$ cat src/hw/rtl/eda_pkg.sv
`default_nettype none
// ----------------------------------------------------------------------------
// eda_pkg
// shared types and constants of the exponential decaying average block
// ----------------------------------------------------------------------------
package eda_pkg;

    localparam int DATA_WIDTH_DEFAULT = 32;
    localparam int COEF_W             = 16;
    localparam logic [COEF_W-1:0] COEF_RESET = 16'd4096;

    localparam int APB_ADDR_W = 3;
    localparam int APB_DATA_W = 32;
    localparam int REG_IDX_W  = 1;

    typedef enum logic [1:0] {
        OP_SET  = 2'd0,
        OP_ADD  = 2'd1,
        OP_TICK = 2'd2,
        OP_IDLE = 2'd3
    } op_t;

    typedef enum logic [REG_IDX_W-1:0] {
        REG_SMOOTHING_COEFFICIENT = 1'b0
    } reg_idx_t;

    typedef struct packed {
        logic valid;
        op_t  op;
    } ctrl_t;

endpackage
`default_nettype wire

$ cat src/hw/rtl/eda_apb_regs.sv
`default_nettype none
// ----------------------------------------------------------------------------
// eda_apb_regs
// apb register file holding the smoothing coefficient
// ----------------------------------------------------------------------------
module eda_apb_regs (
    input  wire logic                             clk,
    input  wire logic                             rst_n,
    input  wire logic                             psel,
    input  wire logic                             penable,
    input  wire logic                             pwrite,
    input  wire logic [eda_pkg::APB_ADDR_W-1:0]   paddr,
    input  wire logic [eda_pkg::APB_DATA_W-1:0]   pwdata,
    output      logic [eda_pkg::APB_DATA_W-1:0]   prdata,
    output      logic                             pready,
    output      logic [eda_pkg::COEF_W-1:0]       coef
);

    logic [eda_pkg::COEF_W-1:0]    coef_reg;
    logic [eda_pkg::COEF_W-1:0]    coef_next;
    logic [eda_pkg::REG_IDX_W-1:0] reg_idx;
    logic                          wr_en;

    assign pready  = 1'b1;
    assign reg_idx = paddr[eda_pkg::APB_ADDR_W-1:2];
    assign wr_en   = psel && penable && pwrite;

    always_comb
    begin
        coef_next = coef_reg;
        prdata    = '0;
        unique case (reg_idx)
            eda_pkg::REG_SMOOTHING_COEFFICIENT:
            begin
                prdata = {{(eda_pkg::APB_DATA_W-eda_pkg::COEF_W){1'b0}}, coef_reg};
                if (wr_en)
                begin
                    coef_next = pwdata[eda_pkg::COEF_W-1:0];
                end
            end
            default:
            begin
                prdata = '0;
            end
        endcase
    end

    always_ff @(posedge clk or negedge rst_n)
    begin
        if (!rst_n)
        begin
            coef_reg <= eda_pkg::COEF_RESET;
        end
        else
        begin
            coef_reg <= coef_next;
        end
    end

    assign coef = coef_reg;

endmodule
`default_nettype wire

$ cat config.mk
export PLATFORM = sky130hd
export DESIGN_NAME = eda_apb_regs
export DESIGN_NICKNAME = d
export VERILOG_FILES = /design/src/hw/rtl/eda_pkg.sv /design/src/hw/rtl/eda_apb_regs.sv
export SDC_FILE = /design/constraint.sdc
export NUM_CORES = 1
export LEC_CHECK = 0
export BUFFER_PORTS_ARGS = -buffer_cell sky130_fd_sc_hd__buf_2
export CORE_MARGIN = 5
export CORE_UTILIZATION = 35
export CTS_BUF_LIST = sky130_fd_sc_hd__clkbuf_2 sky130_fd_sc_hd__clkbuf_4 sky130_fd_sc_hd__clkbuf_8
export DETAILED_ROUTE_END_ITERATION = 8
export PLACE_DENSITY_LB_ADDON = 0.15
export SYNTH_ARGS = -nofsm -noshare
export SYNTH_HDL_FRONTEND = slang
export SYNTH_SLANG_ARGS = --single-unit
$ cat constraint.sdc
create_clock -name clk -period 1.7 [get_ports clk]
set_input_delay 0.085 -clock clk [delete_from_list [all_inputs] [get_ports clk]]
set_output_delay 0.085 -clock clk [all_outputs]
set_load 0.05 [all_outputs]
==> flow_summary.ini, run 1 <==
[status]
status = finished, final reports clean

[yosys]
ys_warn_count = 0
syn_area_um2 = 900.9
synthTopCellsByArea = dfrtp_1, mux2_4, buf_4
synth.yosys.seq_area_share = 0.4458
synth_top_area_frac = 0.4167
synth_seq_cells = 16
syn_inst = 70
synth_area_leader_cell = dfrtp_1
ys_types = 11
syn_area_per_cell_um2 = 12.87

[setup_path]
cp.required_ns = 1.62
r2r_start = coef[3]
rr_endpoint = coef[3]
cp-startpoint = coef[12]
crit_path_end_kind = output pin
path_buf_inv = 1
crit_cells = 2
path_cells = nor2b_1 > buf_2
critical_path.top_delay_family = flip-flops
reg2regPathDepth = 1
r2r_slack_ns = 0.92
slowest_stage = dfstp_2
max_stage_delay_ns = 0.55
critPathKind = reg -> out
path_max_fanout = 3
worst_ep_arrival_time_ns = 1.20
crit_path_end = prdata[12]
start_kind = flip-flop

[clock_network]
clockRootBuffer = clkbuf_4
cts_resized = 0
clk-insertion-delay-late_ns = 0.28
cts_tree = done
postCtsSetupBuffers = 0
numCtsBuffers = 3
clock-sinks = 16
clk_pin_slew_worst_paths_ns = 0.09
clock_path_buffers = 2
htreeDepth = 1
cts_hold_buf = 1

[die]
die_height_um = 60.74
std_cell_rows = 18
die_area_um2 = 3689
core_area_um2 = 2477
initial_utilization = 0.3636
ios = 89
die_x_um = 60.74

[drt]
drc = 0
ant_nets = 0
drt_iter0_drc = 3
via_per_inst = 4.026
via_count = 620
wl_per_cell_um = 12.11
firstDrtPassIters = 4
wirelength_um = 1865

[power_and_ir_drop]
power_leakage_nw = 0.6898
p_per_area_nw_per_um2 = 1441
p_total_mw = 1.677
vdd_ir_drop_max_uv = 683.9

[worst_hold_path]
min_path_type = in -> reg

[placement]
dp_hpwl_um = 1468
portBuffers = 53
gp_congestion = 0.6013
post-place-ws_ns = 0.3925
placed_cells = 149

[sta]
clock-skew-final_ns = 0
grt_setup_unrepaired = no
fin_tns_setup_ns = 0
slew_violations = 0
fin_crit_ns = 1.288
setup_viol = 0
hold_viol_final = 0
max_freq_ghz = 0.7763
setup_ws_ns = 0.4119
timing.final.crit_share = 0.7577

[job]
cap_violations = 0

[cells_and_area]
final_nets = 165
post-route-util = 0.4697
largest_reg_flops = 16
drive_gt1_frac = 0.6048
fin_cells = 154
diodes = 0
area_growth_pct = 29.17

[global_route]
grt_start_max_net_pins = 18
gr-total-overflow = 0
grt_first_pass_wirelength_um = 2760
track_usage = 0.1029
antenna_found_initial = 0
first_global_vias = 594
[cell usage in the layout, fill, tap and decap left out, drive strengths merged]
master       count
dfrtp           15
nor2b           10
conb            17
nand4b           1
clkbuf           4
buf             53
dlygate4sd3      1
mux2            16
and2b            6
dfstp            1
[stage by stage]
step | hold WS (ns) | instance area, um2
4_1_cts | 0.009361 | 1164
3_5_place_dp | 0.01616 | 1117
6_report | 0.02917 | 1164
3_3_place_gp | 0.02046 | 1117
5_1_grt | 0.01648 | 1164
2_1_floorplan | -0.2106 | 957.2
[worst min path at each step]
stage | startpoint | to | slack [ns] | depth (start not counted)
final | pwdata[1] | coef[1] | 0.03 | 2
after global routing | pwdata[2] | coef[2] | 0.02 | 2
after CTS | pwdata[1] | coef[1] | 0.009 | 2
after detailed placement | rst_n | coef[8] | 0.02 | 1
after global placement | rst_n | coef[8] | 0.02 | 1
after floorplan | rst_n | coef[0] | -0.21 | 0
[report_power, final]
| group | switching, mW | total, mW | internal [mW] |
|---|---|---|---|
| sequential | 0.0565 | 0.525 | 0.468 |
| combinational | 0.676 | 0.909 | 0.233 |
| clock | 0.113 | 0.243 | 0.130 |
| total | 0.846 | 1.68 | 0.831 |
[Yosys cell counts]
master	number
buf_4	17
dfrtp_1	15
mux2_4	10
nor2b_1	10
and2b_1	6
mux2_2	6
conb_1	2
buf_6	1
clkbuf_1	1
dfstp_2	1
nand4b_4	1
[area by class of cell]
| type | instances | area (um2) |
|---|---|---|
| fill | 241 | 1314 |
| multi-input combinational | 50 | 412.9 |
| sequential | 16 | 401.6 |
| timing repair buffer | 54 | 275.3 |
| tap | 30 | 37.54 |
| clock buffer | 4 | 36.28 |
[logic make-up (layout without fill, tap and decap cells)]
group,count (synthesis),count (layout),share of synthesized area
buf+inv,19,58,0.1583
flops,16,16,0.4458
mux,16,16,0.2417
other cells,2,17,0.008336
simple gates,17,17,0.1458
[routing by layer]
layer  GRT usage  vias to the layer above  wire length (um)
met2      0.1634                       42               873
met4     0.04644                        0                12
met5           0                        -                 0
li1            -                      300                 -
met3     0.04468                        2               297
met1      0.1202                      276               682
(Power assumes the default switching activity.)
==> run 2: changes to the inputs <==
clock period = 1.2 ns   (was 1.7 ns; I/O delays follow)
==> flow_summary.ini, run 2 (synthesized netlist as in run 1, its figures left out) <==
[clock_network]
htreeDepth = 1
postCtsSetupBuffers = 0
clock_path_buffers = 2
clockRootBuffer = clkbuf_4
clk-insertion-delay-late_ns = 0.28
cts_tree = done
clock-sinks = 16
clk_pin_slew_worst_paths_ns = 0.09
numCtsBuffers = 3

[cells_and_area]
final_common_cell = buf_2
diodes = 0
layout_common_cells = buf_2, conb_1, dfrtp_1
fin_cells = 164
drive_gt1_frac = 0.6493
area_growth_pct = 48.75
stdcell_area_um2 = 1340
largest_reg_flops = 16
final_nets = 175

[setup_path]
crit_path_end_kind = output pin
cp.required_ns = 1.14
r2r_slack_ns = 0.42
critPathKind = reg -> out
path_max_fanout = 3
reg2regPathDepth = 1
start_kind = flip-flop
worst_ep_arrival_time_ns = 1.11

[power_and_ir_drop]
p_int_mw = 1.260
power.share.sequential = 0.300
power_frac_clock = 0.142
p_sw_mw = 1.224
p_per_area_nw_per_um2 = 1853
vdd_ir_drop_max_uv = 1171
combPwrFrac = 0.558
p_total_mw = 2.483
power_leakage_nw = 0.7780
switching_share = 0.4927

[drt]
ant_nets = 0
firstDrtPassIters = 2
via_count = 683
drc = 0
via_per_inst = 4.165
wl_per_cell_um = 11.98
drt_iter0_drc = 13
wirelength_um = 1965

[global_route]
antenna_found_initial = 0
gr-total-overflow = 0
grt_first_pass_wirelength_um = 2822
track_usage = 0.1041
first_global_vias = 631
grt_start_max_net_pins = 17

[sta]
clock-skew-final_ns = 0
max_freq_ghz = 0.8519
grt_setup_unrepaired = yes
setup_ws_ns = 0.02622
setup_viol = 0
fin_crit_ns = 1.174
hold_viol_final = 0
timing.final.crit_share = 0.9782
slew_violations = 0

[placement]
post-place-ws_ns = 0.06784
portBuffers = 53
placed_cells = 151
dpl_cell_area_um2 = 1207
gp_congestion = 0.6715
dp_hpwl_um = 1544

[die]
die_height_um = 60.74
die_x_um = 60.74
die_area_um2 = 3689
std_cell_rows = 18
ios = 89
initial_utilization = 0.3636
core_area_um2 = 2477

[worst_hold_path]
hold_path_depth = 2
min_path_type = in -> reg

[job]
cap_violations = 0

[status]
status = finished, final reports clean
## run 2: final cells by class
cell class                      count  area (um2)
Timing Repair Buffer               64       376.6
Tap cell                           30       37.54
Clock buffer                        4       36.28
Fill cell                         235        1137
Sequential cell                    16       401.6
Multi-Input combinational cell     50       488.0
## run 2: stage by stage
step,TNS [ns],util,hold WS [ns]
after global placement,0,0.4874,-0.004808
after floorplan,0,-,-0.2356
final,0,0.5409,0.005719
after global routing,-0.02555,0.5409,0.0004444
after CTS,0,0.5328,0.0006904
after detailed placement,0,0.4874,-0.002502
## run 2: final timing paths
kind	from	to
min reg2reg	coef[13]	coef[13]
min in group asynchronous	rst_n	coef[15]
max in group asynchronous	rst_n	coef[12]
min	pwdata[5]	coef[5]
max reg2reg	coef[6]	coef[6]
max	coef[12]	prdata[12]
## run 2: timing repair
action	4_1_cts	5_1_grt
endpoints found under the hold margin	22	2
endpoints found under the setup margin	1	1
resized for setup	2	0
hold buffers	7	2
## run 2: worst max-delay path, cell delays in order (launching register included)
cell and delay, ns:
dfstp_2 0.55, nor2b_4 0.13, buf_6 0.16
## run 2: power by group through the flow
stage / Clock (mW) / Combinational [mW] / Sequential, mW
after floorplan: 0 / 0.714 / 1.18
after global placement: 0 / 1.36 / 0.752
after detailed placement: 0 / 1.37 / 0.756
after CTS: 0.362 / 1.39 / 0.749
after global routing: 0.380 / 1.44 / 0.768
final: 0.352 / 1.39 / 0.746
## run 2: routing by layer
metal,global-route usage,vias to the layer above,share of wire
met5,0,-,0
met4,0.04644,0,0.0076
met3,0.03191,2,0.15
met2,0.1649,45,0.47
met1,0.1306,317,0.37
li1,-,319,-
